<file path="src/hw/rtl/mxyrc_pkg.sv">
// ----------------------------------------------------------------------------
// mxyrc_pkg - shared types and constants of the mesh XY route model
// Register indexes, request and command types, sizing constants.
// ----------------------------------------------------------------------------
package mxyrc_pkg;

    localparam int MaxNodes     = 64;
    localparam int QueueDepth   = 16;
    localparam int CongestLimit = 10;
    localparam int NodeW        = 6;
    localparam int SlotW        = 4;
    localparam int CntW         = 5;
    localparam int QueueAw      = NodeW + SlotW;

    // register indexes
    localparam logic [1:0] REG_LINK_LAT = 2'd0;
    localparam logic [1:0] REG_WIDTH    = 2'd1;
    localparam logic [1:0] REG_NODES    = 2'd2;

    typedef enum logic [0:0] {
        FUNC_SEND = 1'b0,
        FUNC_RECV = 1'b1
    } t_func;

    // classified command handed from front to back
    typedef struct packed {
        t_func       func;
        logic        err;
        logic [5:0]  src;
        logic [5:0]  dst;
        logic [7:0]  hops;
        logic [6:0]  x;
        logic [6:0]  y;
        logic [6:0]  dx;
        logic [6:0]  dy;
        logic [6:0]  w;
    } t_cmd;

    typedef enum logic [2:0] {
        ST_IDLE,
        ST_WALK,
        ST_RMW,
        ST_QUEUE,
        ST_DONE
    } t_state;

endpackage

</file>
<file path="src/hw/rtl/mxyrc_front.sv">
// ----------------------------------------------------------------------------
// mxyrc_front - request intake and classification
// Checks node ids, splits a valid send's source and destination into column
// and row, one quotient bit per cycle, then offers the command to the queue.
// ----------------------------------------------------------------------------
module mxyrc_front (
    input  logic               i_clk,
    input  logic               i_rst_n,
    input  logic               i_valid,
    output logic               o_ready,
    input  logic               i_func,
    input  logic [5:0]         i_source_node,
    input  logic [5:0]         i_dest_node,
    input  logic [7:0]         i_hop_count_in,
    input  logic [6:0]         i_mesh_width,
    input  logic [6:0]         i_num_nodes,
    output logic               o_cmd_valid,
    input  logic               i_cmd_ready,
    output mxyrc_pkg::t_cmd    o_cmd
);

    logic            r_busy, n_busy;
    logic            r_done, n_done;
    logic [2:0]      r_bit, n_bit;
    mxyrc_pkg::t_cmd r_cmd, n_cmd;
    logic [6:0]      r_rs, n_rs;     // source remainder
    logic [6:0]      r_rd, n_rd;     // destination remainder
    logic [7:0]      ts, td;
    logic [6:0]      w;

    assign o_ready     = !r_busy;
    assign o_cmd_valid = r_busy && r_done;
    assign o_cmd       = r_cmd;
    assign w           = (i_mesh_width == 7'd0) ? 7'd1 : i_mesh_width;

    // restoring division, bit r_bit of the quotient per cycle
    assign ts = {r_rs, r_cmd.src[r_bit]};
    assign td = {r_rd, r_cmd.dst[r_bit]};

    always_comb begin
        n_busy = r_busy;
        n_done = r_done;
        n_bit  = r_bit;
        n_cmd  = r_cmd;
        n_rs   = r_rs;
        n_rd   = r_rd;
        if (!r_busy) begin
            if (i_valid) begin
                n_busy     = 1'b1;
                n_bit      = 3'd5;
                n_rs       = '0;
                n_rd       = '0;
                n_cmd      = '0;
                n_cmd.func = mxyrc_pkg::t_func'(i_func);
                n_cmd.src  = i_source_node;
                n_cmd.dst  = i_dest_node;
                n_cmd.hops = i_hop_count_in;
                n_cmd.w    = w;
                n_cmd.err  = ({1'b0, i_dest_node} >= i_num_nodes) ||
                             ((i_func == 1'b0) && ({1'b0, i_source_node} >= i_num_nodes));
                n_done     = (i_func == 1'b1) || n_cmd.err;
            end
        end else if (!r_done) begin
            if (ts >= {1'b0, r_cmd.w}) begin
                n_rs = 7'(ts - {1'b0, r_cmd.w});
                n_cmd.y[r_bit] = 1'b1;
            end else begin
                n_rs = ts[6:0];
            end
            if (td >= {1'b0, r_cmd.w}) begin
                n_rd = 7'(td - {1'b0, r_cmd.w});
                n_cmd.dy[r_bit] = 1'b1;
            end else begin
                n_rd = td[6:0];
            end
            if (r_bit == 3'd0) begin
                n_done   = 1'b1;
                n_cmd.x  = n_rs;
                n_cmd.dx = n_rd;
            end
            n_bit = r_bit - 3'd1;
        end else if (i_cmd_ready) begin
            n_busy = 1'b0;
        end
    end

    always_ff @(posedge i_clk) begin
        if (!i_rst_n) begin
            r_busy <= 1'b0;
            r_done <= 1'b0;
            r_bit  <= '0;
        end else begin
            r_busy <= n_busy;
            r_done <= n_done;
            r_bit  <= n_bit;
        end
        r_cmd <= n_cmd;
        r_rs  <= n_rs;
        r_rd  <= n_rd;
    end

endmodule

</file>
<file path="config.mk">
export PLATFORM = sky130hd
export DESIGN_NAME = mxyrc_front
export DESIGN_NICKNAME = d
export VERILOG_FILES = /design/src/hw/rtl/mxyrc_pkg.sv /design/src/hw/rtl/mxyrc_front.sv
export SDC_FILE = /design/constraint.sdc
export NUM_CORES = 1
export LEC_CHECK = 0
export BUFFER_PORTS_ARGS = -buffer_cell sky130_fd_sc_hd__buf_4
export CORE_MARGIN = 3
export CORE_UTILIZATION = 53
export CTS_CLUSTER_DIAMETER = 30
export DETAILED_ROUTE_END_ITERATION = 10
export GPL_ROUTABILITY_DRIVEN = 0
export GPL_TIMING_DRIVEN = 0
export HOLD_SLACK_MARGIN = 0.1
export PLACE_DENSITY = 0.91
export SYNTH_ARGS = -nofsm -noshare
export SYNTH_HDL_FRONTEND = slang
export SYNTH_SLANG_ARGS = --single-unit
</file>
<file path="constraint.sdc">
create_clock -name i_clk -period 3.8 [get_ports i_clk]
set_input_delay 0.19 -clock i_clk [delete_from_list [all_inputs] [get_ports i_clk]]
set_output_delay 0.19 -clock i_clk [all_outputs]
set_load 0.02 [all_outputs]
</file>
==> Yosys cells after proc, flatten, opt, wreduce, memory -nomap -nowiden <==
Cells that the tools add are included.
{ "op_classes": {"addsub": 3, "order_cmp": 6, "n_eq_ne": 4, "n_mux": 32, "bitwise": 4, "n_reduce_logical": 14} }
{ "ops": {"columns": ["op", "count"], "rows": [
  ["2-to-1 mux 7 bit", 12],
  ["2-to-1 mux 28 bit", 2],
  ["2-to-1 mux 35 bit", 1],
  ["greater-or-equal comparator 8 x 7 -> 1 bit", 2],
  ["greater-or-equal comparator 6 x 7 -> 1 bit", 2],
  ["OR 7 bit", 2],
  ["subtractor 7 bit", 2],
  ["2-to-1 mux 1 bit", 11],
  ["2-to-1 mux 3 bit", 3],
  ["AND reduction 3 bit", 3],
  ["zero test 7 bit", 1],
  ["binary-select mux 1 bit (select 3 bit)", 2],
  ["!= test 2 x 1 -> 1 bit, second input constant", 3],
  ["less-than comparator 3 x 4 -> 1 bit, second input constant", 1],
  ["AND reduction 2 bit", 2],
  ["demux 1 bit (select 3 bit)", 1],
  ["greater-or-equal comparator 3 x 1 -> 1 bit, second input constant", 1],
  ["logical AND 1 bit", 3],
  ["zero test 3 bit", 1],
  ["subtractor 3 x 1 -> 3 bit, second input constant", 1],
  ["logical OR 1 bit", 2],
  ["!= test 2 bit, second input constant", 1],
  ["NOT 1 bit", 2],
  ["nonzero test 2 bit", 1],
  ["zero test 1 bit", 1]
]} }
{ "totals": {"ff_bits": 76, "inputBits": 39, "output_inout_bits": 59, "wordCells": 78} }

==> Depth between registers and ports, before layout <==
Gate-level depths: netlist of run 1.
{ "logic_depth": {"ltp_word": 8, "ltp_mapped": 14, "depth_no_buf": 12} }

==> Worst setup path after synthesis of run 1 <==
No wires, ideal clock.
{ "synth_timing": {"path_type": "register to register", "start": "register r_bit[0]", "end": "register r_cmd, in the netlist o_cmd[21] (enable)", "setup_ps": 341, "arrival_time_ps": 2672, "required_ps": 3459, "path_slack_ps": 787, "path_stages_with_launch": 13, "path_buffers": 2, "synth_period_minus_slack_ps": 3013, "cell_sequence": "dfxtp_1 clkbuf_1 mux2i_1 o22ai_1 nor2_1 ha_1 inv_1 fa_1 a211oi_2 o21ai_2 a21oi_2 buf_6 o21ai_0"} }
{ "synth_via": {"elab_chain_cells": 5} }
{ "synth_rtl": {"columns": ["item", "line", "source"], "rows": [
  ["from (decl)", "mxyrc_front.sv:24", "logic [2:0] r_bit, n_bit;"],
  ["from (signal assigned)", "mxyrc_front.sv:95", "r_bit <= n_bit;"],
  ["binary-select mux 1 bit (select 3 bit)", "mxyrc_front.sv:37", "assign ts = {r_rs, r_cmd.src[r_bit]};"],
  ["2-to-1 mux 1 bit (not written as such)", "mxyrc_front.sv:37", null],
  ["greater-or-equal comparator 8 x 7 -> 1 bit", "mxyrc_front.sv:64", "if (ts >= {1'b0, r_cmd.w}) begin"],
  ["!= test 2 x 1 -> 1 bit (no line)", null, null],
  ["AND reduction 3 bit (no line)", null, null],
  ["to (signal assigned)", "mxyrc_front.sv:97", "r_cmd <= n_cmd;"],
  ["to (decl)", "mxyrc_front.sv:25", "mxyrc_pkg::t_cmd r_cmd, n_cmd;"]
]} }
No other way between the ends. The select of a mux whose other input is x is not followed.
A chain may end at the register's enable or synchronous reset.

==> impl_metrics.py, run 1 <==
metrics = {
    "timing": {
        "slew_viol_final": 0,
        "finClkSkew_ns": 0.0121,
        "rsz0062_at_grt": "false",
        "fin_tns_setup_ns": 0,
        "maxSlewHeadroom_pct": 23.1,
        "max_freq_ghz": 0.286,
        "post-route-period-util_pct": 91.9,
        "worstMarginPinSlew_ns": 1.15,
        "final-setup-viol-count": 0,
        "fin_ws_ns": 0.308,
        "layout_min_cycle_time_ns": 3.49,
        "finalHoldViolations": 0,
    },
    "yosys": {
        "async_flop_share_pct": 0,
        "ys_types": 54,
        "synth-edff-count": 71,
        "synth_area_leaders": "edfxtp_1 (54%), ha_1 (8.9%), nor2_1 (5.7%)",
        "synthXorXnorAreaFrac_pct": 0.668,
        "yosys.area_share.simple_pct": 11.8,
        "syn_area_per_cell_um2": 11.8,
        "postSynthCellCount": 335,
        "yosysTopAreaCellShare_pct": 54.2,
        "yosysWarnings": 0,
        "synth_compound_area_share_pct": 13.6,
        "synth_area_leader_cell": "edfxtp_1",
        "syn_area_um2": 3940,
        "ys_ff_latch": 76,
        "synthMuxAreaShare_pct": 3.05,
        "yosysSeqAreaShare_pct": 56.7,
        "yosys.area_share.adder_pct": 9.92,
        "synth_top_family_by_area": "compound AO/OA/AOI/OAI gates",
        "synth_fp_nets": 404,
        "ys_dominant_reg_cell": "edfxtp_1",
    },
    "grt": {
        "track_usage_pct": 25.8,
        "overflow": 0,
        "grt_max_degree": 31,
        "grt_pass1_vias": 3303,
        "grt_pass1_wl_um": 16700,
        "antenna_found_initial": 0,
    },
    "floorplanning": {
        "die_x_um": 92.2,
        "coreArea_um2": 6980,
        "top_level_ports": 98,
        "die_h_um": 92.2,
        "initial_utilization_pct": 56.4,
        "dieArea_um2": 8500,
        "num_rows": 30,
    },
    "placement": {
        "portBuffers": 97,
        "place_ws_ns": 0.169,
        "dp_hpwl_um": 7400,
    },
    "clock_network": {
        "htreeDepth": 3,
        "cts_num_sinks": 76,
        "worstSkewPairLatency_ns": 0.36,
        "cts_buffers": 9,
        "cts_root_buf": "clkbuf_8",
        "clock_path_buffers": 2,
        "cts_tree": "yes",
        "cts.reportedPaths.clkPinSlew_ns": 0.08,
    },
    "routing": {
        "routed_wl_um": 10600,
        "routed.top_layer": "met4",
        "vias": 3275,
        "wl_met3_um": 757,
        "wl_met2_um": 5400,
        "wl_met1_um": 4020,
        "drc": 0,
        "drtIter0Drc": 240,
        "ant_nets": 0,
        "firstDrtPassIters": 5,
        "wl_per_cell_um": 18.6,
        "vias_per_cell": 5.75,
    },
    "run_status": {
        "outcome": "complete, no violations",
    },
    "setup_path": {
        "cp_data_required_time_ns": 3.88,
        "cp-end-kind": "flop",
        "cp_common_cell": "nor2_1",
        "arrival_ns": 3.58,
        "slowest_delay_ns": 0.43,
        "slowest_stage": "fa_1",
        "worst-path-max-fanout": 10,
        "crit_chain": "clkbuf_1 > nand2b_1 > o22ai_1 > nor2_1 > ha_1 > inv_1 > fa_1 > a211oi_2 > o21ai_2 > a21oi_2 > buf_6 > mux2i_1 > nor2_1",
        "path_class": "flop to flop",
        "start_kind": "flop",
    },
    "finish": {
        "synthToLayoutAreaGrowth_pct": 33.2,
        "diodes": 0,
        "drive_above_1_share_pct": 26.2,
        "fin_nets": 539,
    },
    "power": {
        "max-vdd-ir-drop_mv": 0.338,
        "power-per-cell-area_nw_per_um2": 472,
        "leakage_nw": 2.25,
    },
    "worst_hold_path": {
        "min_path_type": "primary input to flop",
    },
    "run": {
        "cap_violations": 0,
    },
}
## power breakdown
group	switching, W	internal (W)
clock network	0.000300	0.000318
logic	0.000444	0.000323
registers	0.0000506	0.00104
## logic make-up (layout without fill, tap and decap cells)
family	Yosys count	in the layout
AOI/OAI and AO/OA	76	76
DFF	76	76
buffers and inverters	39	178
and+or+nand+nor	99	99
muxes	12	12
adders and majority gates	30	30
xor gates and xnor gates	3	3
## cells in the mapped netlist (2+ instances only)
| master | n |
|---|---|
| nor2b_1 | 2 |
| clkbuf_1 | 10 |
| o31a_1 | 4 |
| o22a_1 | 3 |
| o211a_1 | 3 |
| nand3_1 | 2 |
| xnor2_1 | 2 |
| inv_1 | 23 |
| o21ai_1 | 2 |
| nand2b_1 | 6 |
| and2_1 | 3 |
| nand2_1 | 8 |
| a31oi_1 | 2 |
| ha_1 | 28 |
| nor2_1 | 60 |
| nor3_1 | 5 |
| a21o_1 | 7 |
| o22ai_1 | 3 |
| fa_1 | 2 |
| or3_1 | 2 |
| mux2i_1 | 12 |
| dfxtp_1 | 5 |
| edfxtp_1 | 71 |
| nand4_1 | 2 |
| a21oi_2 | 2 |
| nand4b_1 | 2 |
| o21ai_0 | 11 |
| a211oi_1 | 8 |
| buf_1 | 2 |
| o21a_1 | 5 |
| a21oi_1 | 15 |
## critical path: cells and delay by family, from the launching register on
family          cells  cell delay (ns)
compound gates      4             0.84
simple gates        3             0.53
flops               1             0.31
mux                 1             0.30
fa+ha+maj           2             0.69
buf+inv             3             0.56
## per-layer routing
metal / up-vias / global-route usage [%]
met5: - / 0
met4: 0 / 14.4
met3: 40 / 5.99
met2: 174 / 44.0
met1: 1565 / 30.0
li1: 1496 / -
## sequential cells by signal, indices dropped and copies added, names as in the netlist
signal  cells
o_cmd      57
r_bit       3
r_rs        7
r_done      1
r_rd        7
r_busy      1
## timing repair
item                                    4_1_cts  5_1_grt
gates resized for setup                       0        2
endpoints found under the hold margin        26        0
setup buffers                                 0        0
hold buffers                                 26        0
endpoints found under the setup margin        0       14
## cell type report
type / count / area, um^2
buffer: 15 / 78.8
fill: 441 / 1740
clock inverter: 2 / 35.0
inverter: 23 / 86.3
tap: 96 / 120
multi-input combinational: 220 / 1540
clock buffer: 13 / 149
sequential: 76 / 2230
timing repair buffer: 125 / 1010
## path summary, 6_finish.rpt
path | slack, ns | to | startpoint | cells after the start
worst max-delay path | 0.31 | o_cmd[29]$_DFFE_PP_ | r_bit[2]$_SDFFE_PN0P_ | 13
worst min-delay path | 0.11 | o_cmd[4]$_SDFFCE_PN0P_ | i_mesh_width[4] | 2
worst max register to register | 0.31 | o_cmd[29]$_DFFE_PP_ | r_bit[2]$_SDFFE_PN0P_ | 13
worst min register to register | 0.58 | o_cmd[24]$_DFFE_PP_ | o_cmd[24]$_DFFE_PP_ | 2
## through the flow
| step | cells | cell area, um^2 | util [%] | power (W) | hold WS [ns] |
|---|---|---|---|---|---|
| floorplan | 335 | 3940 | - | 0.00158 | 0.279 |
| global placement | 528 | 4780 | 68.5 | 0.00178 | 0.366 |
| detailed placement | 529 | 4790 | 68.6 | 0.00182 | 0.369 |
| CTS | 570 | 5240 | 75.0 | 0.00245 | 0.102 |
| global route | 570 | 5240 | 75.1 | 0.00258 | 0.109 |
| finish | 570 | 5240 | 75.1 | 0.00247 | 0.106 |
## layout by cell type (no fill, tap or decap), types with 3 or more instances in the layout
| master | count |
|---|---|
| buf_4 | 99 |
| edfxtp_1 | 71 |
| nor2_1 | 60 |
| ha_1 | 28 |
| dlygate4sd3_1 | 26 |
| inv_1 | 23 |
| a21oi_1 | 15 |
| clkbuf_1 | 12 |
| mux2i_1 | 12 |
| clkbuf_8 | 11 |
| o21ai_0 | 8 |
| nand2_1 | 8 |
| a211oi_1 | 8 |
| a21o_1 | 7 |
| nand2b_1 | 6 |
| o21a_1 | 5 |
| o21ai_1 | 5 |
| nor3_1 | 5 |
| dfxtp_1 | 5 |
| o31a_1 | 4 |
| and2_1 | 3 |
| o22ai_1 | 3 |
| o22a_1 | 3 |
| o211a_1 | 3 |
Note: power is estimated with default switching activity, not from simulation.
==> inputs of run 2 (changes only) <==
Settings changed: CORE_UTILIZATION 53 to 38, PLACE_DENSITY 0.91 to 0.71.
==> run 2 against run 1 <==
Net effect: sequential share of layout area shrank 0.43 points; global-route usage is 9.7 points lower; worst hold slack better by 0.022 ns; non-clock buffer count is 2 higher; worst setup slack worse by 0.11 ns; sequential power hardly changed; routed wire length is 13% lower; die area grew 37%; fmax decreased by 3.1%; cell area increased by 1.0%; critical path type unchanged; critical endpoint is now o_cmd[30]$_DFFE_PP_; largest cell class unchanged.
==> impl_metrics.py, run 2 (synthesized netlist as in run 1, its figures left out) <==
metrics = {
    "run_status": {
        "outcome": "complete, no violations",
    },
    "clock_network": {
        "clock_path_buffers": 2,
        "cts_num_sinks": 76,
        "worstSkewPairLatency_ns": 0.35,
        "cts_root_buf": "clkbuf_8",
        "cts_tree": "yes",
        "cts.reportedPaths.clkPinSlew_ns": 0.08,
        "htreeDepth": 3,
        "postCtsSetupBuffers": 0,
        "cts_buffers": 9,
    },
    "timing": {
        "finalHoldViolations": 0,
        "fin_tns_setup_ns": 0,
        "finClkSkew_ns": 0.0145,
        "maxSlewHeadroom_pct": 11.7,
        "worstMarginPinSlew_ns": 1.32,
        "fin_ws_ns": 0.196,
        "layout_min_cycle_time_ns": 3.60,
        "post-route-period-util_pct": 94.8,
        "slew_viol_final": 0,
        "rsz0062_at_grt": "false",
        "max_freq_ghz": 0.277,
        "final-setup-viol-count": 0,
    },
    "power": {
        "p_int_w": 0.00166,
        "clockPowerShare_pct": 24.2,
        "leakage_nw": 2.25,
        "p_switching_w": 0.000754,
        "p_sw_share_pct": 31.2,
        "power-per-cell-area_nw_per_um2": 456,
        "sequentialPowerShare_pct": 45.0,
        "max-vdd-ir-drop_mv": 0.209,
        "comb_power_share_pct": 30.8,
    },
    "routing": {
        "wl_per_cell_um": 15.0,
        "ant_nets": 0,
        "drtIter0Drc": 199,
        "vias": 3010,
        "drc": 0,
        "vias_per_cell": 4.93,
        "routed_wl_um": 9180,
        "firstDrtPassIters": 4,
    },
    "setup_path": {
        "crit_chain": "clkbuf_1 > mux2i_1 > o22ai_1 > nor2_1 > ha_1 > inv_1 > fa_1 > a211oi_2 > o21ai_2 > a21oi_2 > buf_6 > mux2i_1 > nor2_1",
        "path_buf_inv": 3,
        "cp-end-kind": "flop",
        "worst-path-max-fanout": 10,
        "path_class": "flop to flop",
        "slowest_stage": "fa_1",
        "cp_top_family": "compound AO/OA/AOI/OAI gates",
        "start_kind": "flop",
        "arrival_ns": 3.69,
        "cp_data_required_time_ns": 3.89,
        "slowest_delay_ns": 0.44,
    },
    "floorplanning": {
        "coreArea_um2": 9910,
        "die_x_um": 108,
        "num_rows": 36,
        "top_level_ports": 98,
        "initial_utilization_pct": 39.7,
        "dieArea_um2": 11600,
        "die_h_um": 108,
    },
    "grt": {
        "grt_max_degree": 31,
        "overflow": 0,
        "top_usage_layer": "met2",
        "grt_pass1_wl_um": 14700,
        "track_usage_pct": 16.2,
        "use_met2_pct": 25.3,
        "grt_pass1_vias": 3058,
        "grtUsageMet3_pct": 4.74,
        "met1_usage_pct": 21.1,
        "antenna_found_initial": 0,
    },
    "placement": {
        "portBuffers": 97,
        "place_ws_ns": 0.117,
        "dp_hpwl_um": 7060,
    },
    "finish": {
        "synthToLayoutAreaGrowth_pct": 34.6,
        "largest_reg_flops": 57,
        "n_fill_cell": 870,
        "postLayoutCoreUtil_pct": 53.5,
        "diodes": 0,
        "layout_commonest_cell": "buf_4",
        "mostFrequentLayoutCells": "buf_4 (99), edfxtp_1 (71), nor2_1 (60)",
        "drive_above_1_share_pct": 25.8,
        "fin_nets": 541,
    },
    "run": {
        "cap_violations": 0,
    },
    "worst_hold_path": {
        "min_path_type": "primary input to flop",
    },
}
run 2: cell count changes in the layout (fill, tap and decap cells not counted):
| cell | before | now |
|---|---|---|
| buf_6 | 2 | 1 |
| clkbuf_1 | 12 | 14 |
| clkbuf_8 | 11 | 10 |
| clkinv_2 | 1 | 2 |
| dlygate4sd3_1 | 26 | 28 |
run 2: area by class of cell:
cell class | instances | area [um^2] | share of cell area (%)
sequential | 76 | 2230 | 42.1
multi-input combinational | 220 | 1540 | 29.0
timing repair buffer | 126 | 1020 | 19.2
tap | 133 | 166 | 3.14
clock buffer | 13 | 139 | 2.62
inverter | 23 | 86.3 | 1.63
buffer | 16 | 82.6 | 1.56
clock inverter | 3 | 40.0 | 0.756
run 2: power groups by stage:
stage	clock network, W	registers (W)	logic (W)
floorplan	0	0.00117	0.000410
global placement	0	0.00110	0.000691
detailed placement	0	0.00110	0.000719
CTS	0.000599	0.00109	0.000742
global route	0.000628	0.00110	0.000815
finish	0.000585	0.00109	0.000745
run 2: what timing repair did:
action | 4_1_cts | 5_1_grt
setup endpoints to repair | 0 | 14
hold buffers | 28 | 0
resized for setup | 0 | 2
hold endpoints to repair | 29 | 0
run 2: metal layers:
| metal | vias to the layer above | wire [um] |
|---|---|---|
| li1 | 1498 | - |
| met1 | 1389 | 4110 |
| met2 | 109 | 4200 |
| met3 | 14 | 655 |
| met4 | 0 | 209 |
| met5 | - | 0 |
run 2: worst paths after layout:
kind         depth (start not counted)             startpoint  slack [ns]                     end
min reg2reg                          2    o_cmd[22]$_DFFE_PP_        0.59     o_cmd[22]$_DFFE_PP_
max reg2reg                         13  r_bit[0]$_SDFFE_PN0P_        0.20     o_cmd[30]$_DFFE_PP_
max                                 13  r_bit[0]$_SDFFE_PN0P_        0.20     o_cmd[30]$_DFFE_PP_
min                                  2        i_mesh_width[0]        0.13  o_cmd[0]$_SDFFCE_PN1P_
run 2: metrics by stage:
step / total power (W) / hold WS [ns] / instance area [um^2] / cells
finish: 0.00242 / 0.128 / 5300 / 610
global route: 0.00254 / 0.116 / 5300 / 610
CTS: 0.00243 / 0.106 / 5300 / 610
detailed placement: 0.00182 / 0.369 / 4840 / 566
global placement: 0.00179 / 0.368 / 4830 / 565
floorplan: 0.00158 / 0.279 / 3940 / 335
