## src/hw/rtl/mxyrc_pkg.sv

```systemverilog
// ----------------------------------------------------------------------------
// mxyrc_pkg - shared types and constants of the mesh XY route model
// Register indexes, request and command types, sizing constants.
// ----------------------------------------------------------------------------
package mxyrc_pkg;

    localparam int MaxNodes     = 64;
    localparam int QueueDepth   = 16;
    localparam int CongestLimit = 10;
    localparam int NodeW        = 6;
    localparam int SlotW        = 4;
    localparam int CntW         = 5;
    localparam int QueueAw      = NodeW + SlotW;

    // register indexes
    localparam logic [1:0] REG_LINK_LAT = 2'd0;
    localparam logic [1:0] REG_WIDTH    = 2'd1;
    localparam logic [1:0] REG_NODES    = 2'd2;

    typedef enum logic [0:0] {
        FUNC_SEND = 1'b0,
        FUNC_RECV = 1'b1
    } t_func;

    // classified command handed from front to back
    typedef struct packed {
        t_func       func;
        logic        err;
        logic [5:0]  src;
        logic [5:0]  dst;
        logic [7:0]  hops;
        logic [6:0]  x;
        logic [6:0]  y;
        logic [6:0]  dx;
        logic [6:0]  dy;
        logic [6:0]  w;
    } t_cmd;

    typedef enum logic [2:0] {
        ST_IDLE,
        ST_WALK,
        ST_RMW,
        ST_QUEUE,
        ST_DONE
    } t_state;

endpackage

```

## src/hw/rtl/mxyrc_cmdq.sv

```systemverilog
// ----------------------------------------------------------------------------
// mxyrc_cmdq - two-entry command queue between front and back
// Lets classification of the next request run while a walk is under way.
// ----------------------------------------------------------------------------
module mxyrc_cmdq (
    input  logic               i_clk,
    input  logic               i_rst_n,
    input  logic               i_valid,
    output logic               o_ready,
    input  mxyrc_pkg::t_cmd    i_cmd,
    output logic               o_valid,
    input  logic               i_ready,
    output mxyrc_pkg::t_cmd    o_cmd
);

    mxyrc_pkg::t_cmd r_mem [2];
    logic            r_wp, r_rp;
    logic [1:0]      r_cnt;
    logic            push, pop;

    assign o_ready = (r_cnt != 2'd2);
    assign o_valid = (r_cnt != 2'd0);
    assign o_cmd   = r_mem[r_rp];
    assign push    = i_valid && o_ready;
    assign pop     = o_valid && i_ready;

    // pointers and fill
    always_ff @(posedge i_clk) begin
        if (!i_rst_n) begin
            r_wp  <= 1'b0;
            r_rp  <= 1'b0;
            r_cnt <= '0;
        end else begin
            if (push) r_wp <= !r_wp;
            if (pop)  r_rp <= !r_rp;
            r_cnt <= 2'(r_cnt + {1'b0, push} - {1'b0, pop});
        end
    end

    always_ff @(posedge i_clk) begin
        if (push) r_mem[r_wp] <= i_cmd;
    end

endmodule

```

## config.mk

```make
export PLATFORM = sky130hd
export DESIGN_NAME = mxyrc_cmdq
export DESIGN_NICKNAME = d
export VERILOG_FILES = /design/src/hw/rtl/mxyrc_pkg.sv /design/src/hw/rtl/mxyrc_cmdq.sv
export SDC_FILE = /design/constraint.sdc
export NUM_CORES = 1
export LEC_CHECK = 0
export BUFFER_PORTS_ARGS = -buffer_cell sky130_fd_sc_hd__buf_2
export CELL_PAD_IN_SITES_DETAIL_PLACEMENT = 1
export CELL_PAD_IN_SITES_GLOBAL_PLACEMENT = 1
export CORE_AREA = 2 2 78 155
export CTS_CLUSTER_DIAMETER = 30
export DETAILED_ROUTE_END_ITERATION = 8
export DIE_AREA = 0 0 80 157
export PLACE_DENSITY_LB_ADDON = 0.1
export SLEW_MARGIN = 20
export SYNTH_ARGS = -nofsm -noshare
export SYNTH_HDL_FRONTEND = slang
export SYNTH_SLANG_ARGS = --single-unit
```

## constraint.sdc

```tcl
create_clock -name i_clk -period 2.22 [get_ports i_clk]
set_input_delay 0 -clock i_clk [delete_from_list [all_inputs] [get_ports i_clk]]
set_output_delay 0 -clock i_clk [all_outputs]
set_load 0.01 [all_outputs]
```

======== Word-level counts from Yosys, hierarchy flattened ========
Memories as Yosys holds them, arrays and structs flattened. A register that Yosys moved wholly into a read port is not among the register bits.
Index checks and enable logic that the tools add are counted.
word-level totals
  RAM bits ................................ 114
  word-level logic and storage cells ...... 16
  register bits ........................... 4
  memories kept ........................... 1
  input bits .............................. 61
operators by class
  equality and inequality tests ........... 1
  add/subtract/negate cells ............... 2
  reduce and logical (&&, ||, !) cells .... 5
  multiplexer cells ....................... 4
memory list
  name   depth  width  read ports  clocked after memory_dff  wr ports  RTL line          source
  r_mem  2      57     1           1                         1         mxyrc_cmdq.sv:16  mxyrc_pkg::t_cmd r_mem [2];
operators by type and width
  cell                                         number
  1-bit two-way mux                            4
  2-bit by 1-bit adder with 2-bit output       1
  1-bit logical AND                            2
  1-bit zero test                              2
  2-bit != test, second input constant         1
  2-bit nonzero test                           1
  2-bit by 1-bit subtractor with 2-bit output  1

======== Longest topological paths before layout ========
Gate-level depths: netlist (run 1).
  depth after elaboration ................. 4
  gate-level depth with buffers ........... 6
  mapped depth without buffers ............ 6

======== Worst setup path before layout (run 1) ========
Ideal clock, no wire load.
  kind .................................... register to register
  start ................................... reg r_cnt[0]
  end ..................................... mem r_mem[1][0] (netlist bit) (enable)
  slack ................................... -0.236 ns
  required time ........................... 1.799 ns
  cell stages (with the launch flop) ...... 3
  arrival ................................. 2.035 ns
  library setup time ...................... 0.421 ns
  cells stage by stage .................... dfxtp_1 nand2b_1 and3_1
on the way
  longest elaborated chain between the ends .. 4
ends and longest elaborated chain
  item                                     RTL line          source
  from (decl)                              mxyrc_cmdq.sv:18  logic [1:0] r_cnt;
  from (signal assigned)                   mxyrc_cmdq.sv:36  r_cnt <= 2'(r_cnt + {1'b0, push} - {1'b0, pop});
  2-bit != test                            mxyrc_cmdq.sv:21  assign o_ready = (r_cnt != 2'd2);
  via o_ready                              mxyrc_cmdq.sv:9   output logic o_ready,
  1-bit logical AND                        mxyrc_cmdq.sv:24  assign push = i_valid && o_ready;
  1-bit two-way mux                        mxyrc_cmdq.sv:41  if (push) r_mem[r_wp] <= i_cmd;
  1-bit two-way mux (not written as such)  mxyrc_cmdq.sv:41
  to (decl)                                mxyrc_cmdq.sv:16
The timed path passes the listed nets, and every way through them passes these cells.

==> out/qor.yml, run 1 <==
final_layout:
  area_delta_synth_final_pct: 46.58
  layout.nets: 467
  regArea_mm2: 0.003525
  drive_gt1_frac: 0.3828
  multi_input_area_um2: 805.8
  final_cells: 560
  num_antenna_cells: 0
  nFillCells: 1090
synthesis:
  synth_seq_area_share: 0.8032
  yosysTopAreaCell: "edfxtp_1"
  synth_area_mm2: 0.004387
  yosys_warnings: 0
  yosys.area.top_type_share: 0.7804
  synth_fp_nets: 269
  ys_async_sr_fraction: 0
  synth_area_per_cell_um2: 21.19
  syn_inst: 207
  synth_common_cells: "114 x edfxtp_1, 57 x mux2_1, 5 x dfxtp_1, 4 x nor2_1, 3 x buf_6"
  synth_most_common_cell: "edfxtp_1"
  synthTopCellsByArea: "edfxtp_1 78%, mux2_1 15%, dfxtp_1 2.3%"
  synthFlopType: "edfxtp_1"
  synth-edff-count: 114
  yosys_register_bits: 119
  synth_cell_types: 26
critical_path:
  rr_worst_depth: 6
  crit_path_start_kind: "flip-flop"
  arrival_ns: 1.78
  critPathKind: "reg2out"
  end_kind: "primary output"
  critPathMaxFanout: 14
  required_ns: 2.22
detailed_routing:
  via_per_inst: 4.568
  num_vias: 2558
  antenna_left: 0
  detail_route.wirelength_um: 9253
  initialDrtViolationCount: 101
  drt-pass1-iter-count: 6
  wl_per_cell_um: 16.52
  route.detailed.drc: 0
die:
  dieWidth_um: 80
  core_area_mm2: 0.01129
  die-area_mm2: 0.01256
  die_h_um: 157
  ioPinCount: 120
  rows: 55
  initial_utilization: 0.3887
cts:
  cts_tree: "built"
  cts.clk_slew.worst_paths_ns: 0.05
  post_cts_resized: 0
  htree_levels: 4
  clkLatencyLatePin_ns: 0.40
  cts_root_buf: "clkbuf_16"
  cts_buffers: 17
  clockBufferDepth: 2
  clock-sinks: 119
worst_hold_path:
  whs_path_depth: 4
  hp-class: "in2reg"
sta:
  max_freq_mhz: 562.4
  worst_pin_slew_ns: 0.3872
  fin_crit_ns: 1.778
  drv_slew: 0
  fin_skew_ns: 0.007222
  setup_tns_ns: 0
  hold_viol: 0
  setup_viol_count_final: 0
  hold_ws_ns: 0.02181
  grt_setup_unrepaired: "false"
  maxSlewHeadroom: 0.7418
  period_share: 0.8010
global_route:
  grt_max_degree: 40
  globalRouteOverflowTotal: 0
  grt_pass1_vias: 2924
  antenna_found_initial: 0
  grt_pass1_wl_um: 14480
  grt.total_usage: 0.1577
power:
  vdd_drop_max_v: 0.0005283
  leakagePower_uw: 0.002474
  cellPowerDensity_mw_per_mm2: 1075
place:
  io_buffers: 119
  place_inst: 469
  gp_congestion: 0.7278
  hpwlAfterDp_um: 6173
status:
  status: "completed"
job:
  drv_cap: 0
## layout by cell type, fill, tap and decap left out, drive strengths merged, types with 2 or more instances in the layout
master       Yosys  routed
mux2            57      57
nor2             4       4
edfxtp         114     114
clkinv           0       9
dlygate4sd3      0      59
o21ai            2       2
and3             2       2
clkinvlp         0       2
clkbuf           0      17
buf              6     126
dfxtp            5       5
bufinv           0       5
## cell type report
type / count / area share
well taps: 142 / 0.02763
inverters: 2 / 0.001751
clock inverters: 15 / 0.03250
repair buffers: 185 / 0.1985
multi-input cells: 80 / 0.1253
flip-flops and latches: 119 / 0.5482
clock buffers: 17 / 0.06616
## per-stage QoR
stage / cell area [um^2] / utilization / setup WS, ns / power [uW]
final: 6430 / 0.5697 / 0.4419 / 6912
after global routing: 6430 / 0.5697 / 0.3205 / 7199
after CTS: 6430 / 0.5697 / 0.3765 / 7016
after detailed placement: 5205 / 0.4612 / 0.5388 / 4007
after global placement: 5205 / 0.4612 / 0.6783 / 3993
after floorplan: 4392 / - / 0.2674 / 3503
## per-layer routing
layer / wire length, um / track usage / up-vias
met5: 0 / 0 / -
met4: 153 / 0.06538 / 0
met3: 397 / 0.04300 / 12
met2: 5377 / 0.2984 / 80
met1: 3325 / 0.1563 / 1251
li1: - / - / 1215
## registers in the layout (all words and copies together), names as in the netlist, named ones only
name   flops
r_wp       1
r_mem    114
r_rp       1
r_cnt      2
## final timing paths
check	end	slack, ns	from
setup / recovery	o_cmd[4]	0.44	flip-flop
setup reg to reg	r_cnt[1]	0.55	r_cnt[1]
hold reg to reg	r_rp	0.50	r_rp
hold / removal	r_rp	0.02	i_ready
## logic make-up after synthesis
group | after synthesis | synth area share
AOI/OAI and AO/OA | 6 | 0.009980
buffers and inverters | 8 | 0.01341
adders and majority gates | 1 | 0.002852
and+or+nand+nor | 15 | 0.02225
muxes | 57 | 0.1463
DFF | 119 | 0.8032
xor gates and xnor gates | 1 | 0.001997
## what timing repair did
action,4_1_cts,5_1_grt
hold buffers,59,0
endpoints found under the hold margin,119,0
setup buffers,0,0
## where the power goes
group	internal [uW]	total, uW	switching, uW
clock network	1970	2900	929
logic	575	1190	617
registers	2730	2820	90.2
total	5280	6910	1640
## critical path: stages (launching register included)
cell and delay [ns]:
dfxtp_2 0.56, buf_4 0.31, mux2_1 0.36, buf_2 0.14
Power figures use the tool's default switching activity.
==> run 2, diff against run 1 <==
Settings changed: CORE_AREA 2 2 78 155 to 2 2 75 148, DIE_AREA 0 0 80 157 to 0 0 77 150.
Clock period 2.22 ns to 1.65 ns, I/O delays scaled along.
==> run 2 against run 1 <==
Final cell count shrank 0.89%; critical path depth grew 3; largest power group unchanged; largest cell class unchanged; setup slack got worse by 0.35 ns; highest routed layer unchanged.
==> out/qor.yml, run 2 (synthesis gave the netlist of run 1 again) <==
critical_path:
  crit_path_start_kind: "flip-flop"  # unchanged
  critPathKind: "reg2reg"  # was reg2out
  critPathMaxFanout: 7  # was 14
  max_stage_delay_ns: 0.40  # was 0.56 ns
  cp.buffers_inverters: 0  # was 2
  crit_family: "simple AND/OR/NAND/NOR gates"  # was flip-flops
  r2r_end: "r_cnt[1]"  # unchanged
  critical-path-slowest-cell: "dfxtp_2"  # unchanged
  r2r_slack_ns: 0.09  # was 0.55 ns
  arrival_ns: 1.84  # was 1.78 ns
  reg2reg_from: "r_cnt[1]"  # unchanged
  crit_path_cell_trace: "nor2b_2, o21ba_1, nor2_1, ha_1, nor4_1, nor3_2"  # was buf_4, mux2_1, buf_2
  required_ns: 1.93  # was 2.22 ns
  end_kind: "flip-flop"  # was primary output
  rr_worst_depth: 6  # unchanged
cts:
  cts_root_buf: "clkbuf_16"  # unchanged
  cts_tree: "built"  # unchanged
  htree_levels: 4  # unchanged
  clkLatencyLatePin_ns: 0.41  # was 0.40 ns
  cts.clk_slew.worst_paths_ns: 0.05  # about the same
  cts_buffers: 17  # unchanged
  clockBufferDepth: 2  # unchanged
  clock-sinks: 119  # unchanged
detailed_routing:
  initialDrtViolationCount: 43  # was 101
  via_per_inst: 4.659  # was 4.568
  num_vias: 2586  # was 2558
  wl_per_cell_um: 17.71  # was 16.52 um
  drt-pass1-iter-count: 4  # was 6
  route.detailed.drc: 0  # unchanged
  detail_route.wirelength_um: 9829  # was 9253 um
  antenna_left: 0  # unchanged
sta:
  fin_skew_ns: 0.004972  # was 0.007222 ns
  drv_slew: 0  # unchanged
  period_share: 0.9453
  worst_pin_slew_ns: 0.3324  # was 0.3872 ns
  hold_viol: 0  # unchanged
  grt_setup_unrepaired: "false"  # unchanged
  max_freq_mhz: 641.1
  hold_ws_ns: 0.06573  # was 0.02181 ns
  setup_viol_count_final: 0  # unchanged
  fin_crit_ns: 1.560
  maxSlewHeadroom: 0.7763  # was 0.7418
die:
  dieWidth_um: 77  # was 80 um
  ioPinCount: 120  # unchanged
  die-area_mm2: 0.01155  # was 0.01256 mm^2
  rows: 53  # was 55
  initial_utilization: 0.4187  # was 0.3887
  die_h_um: 150  # was 157 um
  core_area_mm2: 0.01048  # was 0.01129 mm^2
final_layout:
  layout.nets: 467  # unchanged
  nFillCells: 991  # was 1090
  post-route-util: 0.6198  # was 0.5697
  area_delta_synth_final_pct: 48.03  # was 46.58%
  drive_gt1_frac: 0.4043  # was 0.3828
  largest_reg_flops: 114  # unchanged
  final_cell_mix: "119 x buf_2, 114 x edfxtp_1, 59 x dlygate4sd3_1"  # unchanged
  largest_register: "r_mem"  # unchanged
  top_regs: "r_mem (114), r_cnt (2)"  # unchanged
  num_antenna_cells: 0  # unchanged
  final_common_cell: "buf_2"  # unchanged
  final_cells: 555  # was 560
  final_area_mm2: 0.006494  # was 0.006430 mm^2
place:
  place_inst: 463  # was 469
  io_buffers: 119  # unchanged
  hpwlAfterDp_um: 5963  # was 6173 um
  gp_congestion: 0.7132  # was 0.7278
  placed_area_mm2: 0.005239  # was 0.005205 mm^2
job:
  drv_cap: 0  # unchanged
worst_hold_path:
  min_to: "r_rp"  # unchanged
  hp-class: "in2reg"  # unchanged
  min-delay-start: "i_ready"  # unchanged
  whs_path_depth: 4  # unchanged
power:
  cellPowerDensity_mw_per_mm2: 1445  # was 1075 mW/mm^2
  vdd_drop_max_v: 0.0009736  # was 0.0005283 V
  leakagePower_uw: 0.002493  # was 0.002474 uW
global_route:
  grt_pass1_vias: 2904  # was 2924
  grt_max_degree: 58  # was 40
  globalRouteOverflowTotal: 0  # unchanged
  grt_pass1_wl_um: 15210  # was 14480 um
  grt.total_usage: 0.1777  # was 0.1577
  antenna_found_initial: 0  # unchanged
status:
  status: "completed"  # unchanged
-- run 2: metrics by stage --
stage	TNS [ns]	power, uW	setup WS [ns]
2_1_floorplan	-15.22	4728	-0.2036
3_3_place_gp	0	5387	0.1339
3_5_place_dp	0	5429	0.03496
4_1_cts	0	9435	0.0008900
5_1_grt	0	9769	0.01955
6_report	0	9386	0.09028
-- run 2: timing repair --
item                                    CTS  global route
endpoints found under the setup margin    2            17
endpoints found under the hold margin   119             0
setup buffers                             0             0
gates resized for setup                   2             3
hold buffers                             59             0
cloned                                    0             1
-- run 2: worst register-to-register path, stage by stage (launching register included) --
cell and delay, ns:
dfxtp_2 0.40, nor2b_2 0.22, o21ba_1 0.15, nor2_1 0.05, ha_1 0.19, nor4_1 0.36, nor3_2 0.08
-- run 2: layer usage --
layer	track usage	up-vias	wire length, um
met5	0	-	0
met4	0.07232	0	187
met3	0.05489	15	471
met2	0.3241	82	5627
met1	0.1885	1271	3542
li1	-	1218	-
-- run 2: how the worst max path moves through the flow --
stage                     startpoint           to  slack [ns]  cells past startpoint
after floorplan             r_cnt[0]  r_mem[0][0]       -0.20                      3
after global placement      r_cnt[1]     r_cnt[1]        0.13                      6
after detailed placement    r_cnt[1]     r_cnt[1]        0.03                      6
after CTS                  flip-flop    o_cmd[23]      0.0009                      3
after global routing        r_cnt[1]     r_cnt[1]        0.02                      6
final                       r_cnt[1]     r_cnt[1]        0.09                      6
-- run 2: report_power, final --
part	internal, uW	leakage, uW	switching [uW]
Sequential	3680	0.00111	107
Combinational	844	0.00108	900
Clock	2530	0.000302	1330
Total	7050	0.00249	2330
-- run 2: area by class of cell --
class	count	area (um^2)	share of cell area
Clock buffer	17	425.4	0.06551
Clock inverter	15	201.4	0.03102
Inverter	2	11.26	0.001734
Multi-Input combinational cell	80	815.8	0.1256
Sequential cell	119	3530	0.5435
Tap cell	137	171.4	0.02640
Timing Repair Buffer	185	1339	0.2062
==> run 3, diff against run 2 <==
Settings changed: ABC_AREA set to 1.
==> run 3 against run 2 <==
Synthesized cell count increased by 2.9%; maximum frequency increased by 1.6%; clock-buffer cell count rose by 3; sequential power up 5.3%; final cell count increased by 0.90%; critical endpoint is now o_cmd[1].
==> out/qor.yml, run 3 <==
cts:
  clkLatencyLatePin_ns: 0.40  # was 0.41 ns
  cts_setup_buffers: 0  # unchanged
  clockBufferDepth: 2  # unchanged
  clock-sinks: 119  # unchanged
  cts.clk_slew.worst_paths_ns: 0.05  # about the same
  htree_levels: 4  # unchanged
  cts_root_buf: "clkbuf_16"  # unchanged
  cts_buffers: 17  # unchanged
  cts_tree: "built"  # unchanged
sta:
  fin_skew_ns: 0.005643  # was 0.004972 ns
  grt_setup_unrepaired: "false"  # unchanged
  hold_viol: 0  # unchanged
  maxSlewHeadroom: 0.8316  # was 0.7763
  fin_crit_ns: 1.535  # was 1.560 ns
  worst_pin_slew_ns: 0.2525  # was 0.3324 ns
  drv_slew: 0  # unchanged
  setup_slack_ns: 0.1149  # was 0.09028 ns
  setup_viol_count_final: 0  # unchanged
  max_freq_mhz: 651.4  # was 641.1 MHz
  hold_ws_ns: 0.01190  # was 0.06573 ns
  period_share: 0.9304  # was 0.9453
critical_path:
  cp.buffers_inverters: 2  # was 0
  max_stage_delay_ns: 0.37  # was 0.40 ns
  critPathMaxFanout: 34  # was 7
  critical-path-slowest-cell: "mux2_2"  # was dfxtp_2
  required_ns: 1.65  # was 1.93 ns
  crit_path_cell_trace: "buf_12, mux2_2, buf_2"  # was nor2b_2, o21ba_1, nor2_1, ha_1, nor4_1, nor3_2
  end_kind: "primary output"  # was flip-flop
  critPathKind: "reg2out"  # was reg2reg
  crit_path_start_kind: "flip-flop"  # unchanged
  arrival_ns: 1.54  # was 1.84 ns
  crit_family: "buffers and inverters"  # was simple AND/OR/NAND/NOR gates
final_layout:
  drive_gt1_frac: 0.5118  # was 0.4043
  final_area_mm2: 0.006519  # was 0.006494 mm^2
  largest_reg_flops: 114  # unchanged
  largest_register: "r_mem"  # unchanged
  final_cell_mix: "119 x buf_2, 114 x edfxtp_1, 58 x dlygate4sd3_1"  # was 119 x buf_2, 114 x edfxtp_1, 59 x dlygate4sd3_1
  layout.nets: 472  # was 467
  final_common_cell: "buf_2"  # unchanged
  post-route-util: 0.6222  # was 0.6198
  area_delta_synth_final_pct: 45.98  # was 48.03%
  top_regs: "r_mem (114), r_cnt (2)"  # unchanged
die:
  die-area_mm2: 0.01155  # unchanged
  rows: 53  # unchanged
  die_h_um: 150  # unchanged
  initial_utilization: 0.4262  # was 0.4187
  core_area_mm2: 0.01048  # unchanged
  ioPinCount: 120  # unchanged
  dieWidth_um: 77  # unchanged
detailed_routing:
  initialDrtViolationCount: 67  # was 43
  num_vias: 2569  # was 2586
  antenna_left: 0  # unchanged
  detail_route.wirelength_um: 9082  # was 9829 um
  via_per_inst: 4.588  # was 4.659
  drt-pass1-iter-count: 4  # unchanged
  wl_per_cell_um: 16.22  # was 17.71 um
  route.detailed.drc: 0  # unchanged
synthesis:
  synth_fp_nets: 275  # was 269
  yosys_warnings: 0  # unchanged
  synthTopCellsByArea: "edfxtp_1 77%, mux2_4 10%, mux2_2 6.8%"  # was edfxtp_1 78%, mux2_1 15%, dfxtp_1 2.3%
  yosys.area.top_type_share: 0.7666  # was 0.7804
  yosys_register_bits: 119  # unchanged
  synth-edff-count: 114  # unchanged
  synth_cell_types: 13  # was 26
  synthFlopType: "edfxtp_1"  # unchanged
  synth_common_cells: "114 x edfxtp_1, 30 x mux2_4, 27 x mux2_2, 11 x nand2_1, 9 x nor2_1"  # was 114 x edfxtp_1, 57 x mux2_1, 5 x dfxtp_1, 4 x nor2_1, 3 x buf_6
  synth_seq_area_share: 0.7890  # was 0.8032
  synth_area_per_cell_um2: 20.96  # was 21.19 um^2
  ys_async_sr_fraction: 0  # unchanged
  synth_area_mm2: 0.004466  # was 0.004387 mm^2
  synth_most_common_cell: "edfxtp_1"  # unchanged
  yosysTopAreaCell: "edfxtp_1"  # unchanged
  syn_inst: 213  # was 207
place:
  hpwlAfterDp_um: 5791  # was 5963 um
  placed_area_mm2: 0.005315  # was 0.005239 mm^2
  gp_congestion: 0.7181  # was 0.7132
  place_ws_ns: 0.1685  # was 0.03496 ns
  io_buffers: 119  # unchanged
global_route:
  grt_pass1_vias: 2926  # was 2904
  grt_pass1_wl_um: 14130  # was 15210 um
  globalRouteOverflowTotal: 0  # unchanged
  grt.total_usage: 0.1672  # was 0.1777
  grt_max_degree: 41  # was 58
  antenna_found_initial: 1  # was 0
power:
  cellPowerDensity_mw_per_mm2: 1562  # was 1445 mW/mm^2
  vdd_drop_max_v: 0.001159  # was 0.0009736 V
  power_uw: 10190  # was 9386 uW
  leakagePower_uw: 0.002574  # was 0.002493 uW
job:
  drv_cap: 0  # unchanged
status:
  status: "completed"  # unchanged
worst_hold_path:
  hp-class: "in2reg"  # unchanged
run 3: cell types whose count changed after synthesis, moves of 2 or more:
| cell | delta |
|---|---|
| mux2_1 | -57 |
| mux2_4 | +30 |
| mux2_2 | +27 |
| nand2_1 | +11 |
| inv_1 | +5 |
| nor2_1 | +5 |
| and3_1 | -2 |
run 3: final timing paths:
| kind | startpoint | endpoint | depth (start not counted) | slack (ns) |
|---|---|---|---|---|
| setup / recovery | flip-flop | o_cmd[1] | 3 | 0.11 |
| hold / removal | i_valid | r_wp | 5 | 0.01 |
| setup reg to reg | r_cnt[1] | r_cnt[1] | 9 | 0.18 |
| hold reg to reg | r_rp | flip-flop | 2 | 0.50 |
run 3: power by group:
group | switching, uW | internal [uW] | total (uW)
Sequential | 138 | 3850 | 3980
Combinational | 1180 | 1200 | 2380
Clock | 1180 | 2650 | 3820
Total | 2500 | 7690 | 10200
run 3: per-stage QoR:
| stage | std cells | TNS (ns) |
|---|---|---|
| 4_1_cts | 559 | 0 |
| 2_1_floorplan | 213 | -17.20 |
| 3_5_place_dp | 470 | 0 |
| 6_report | 560 | 0 |
| 5_1_grt | 560 | 0 |
| 3_3_place_gp | 470 | 0 |
run 3: worst reg2reg max path, stage by stage (launching register included):
cell     delay [ns]
dfxtp_1        0.42
nor2_1         0.09
nor2_1         0.18
xnor2_1        0.15
ha_1           0.18
inv_1          0.05
nand2_1        0.05
nand2_1        0.06
a21oi_1        0.12
nor2_1         0.06
run 3: cell type report:
class / instances / area, um^2
well taps: 137 / 171.4
inverters: 7 / 26.28
clock inverters: 11 / 180.2
diodes: 1 / 2.502
multi-input cells: 81 / 890.9
fillers: 987 / 3959
clock buffers: 20 / 436.7
flip-flops and latches: 119 / 3528
repair buffers: 184 / 1282
run 3: cells by family (layout without fill, tap and decap cells):
kind of cell | Yosys count | in the layout | synth area share
AOI/OAI and AO/OA | 1 | 1 | 0.001120
and+or+nand+nor | 21 | 21 | 0.01793
muxes | 57 | 57 | 0.1690
other | 0 | 1 | 0
DFF | 119 | 119 | 0.7890
adders and majority gates | 1 | 1 | 0.002801
xor gates and xnor gates | 1 | 1 | 0.001962
buffers and inverters | 13 | 222 | 0.01821
run 3: per-layer routing:
metal | vias up | part of all wire | track usage
met5 | - | 0 | 0
met4 | 0 | 0.014 | 0.08482
met3 | 12 | 0.049 | 0.05790
met2 | 79 | 0.59 | 0.3189
met1 | 1263 | 0.35 | 0.1527
li1 | 1215 | - | -
run 3: timing repair:
action                                  CTS  global route
resized for setup                         0             1
endpoints found under the setup margin    0            18
hold buffers                             58             0
hold endpoints to repair                119             0
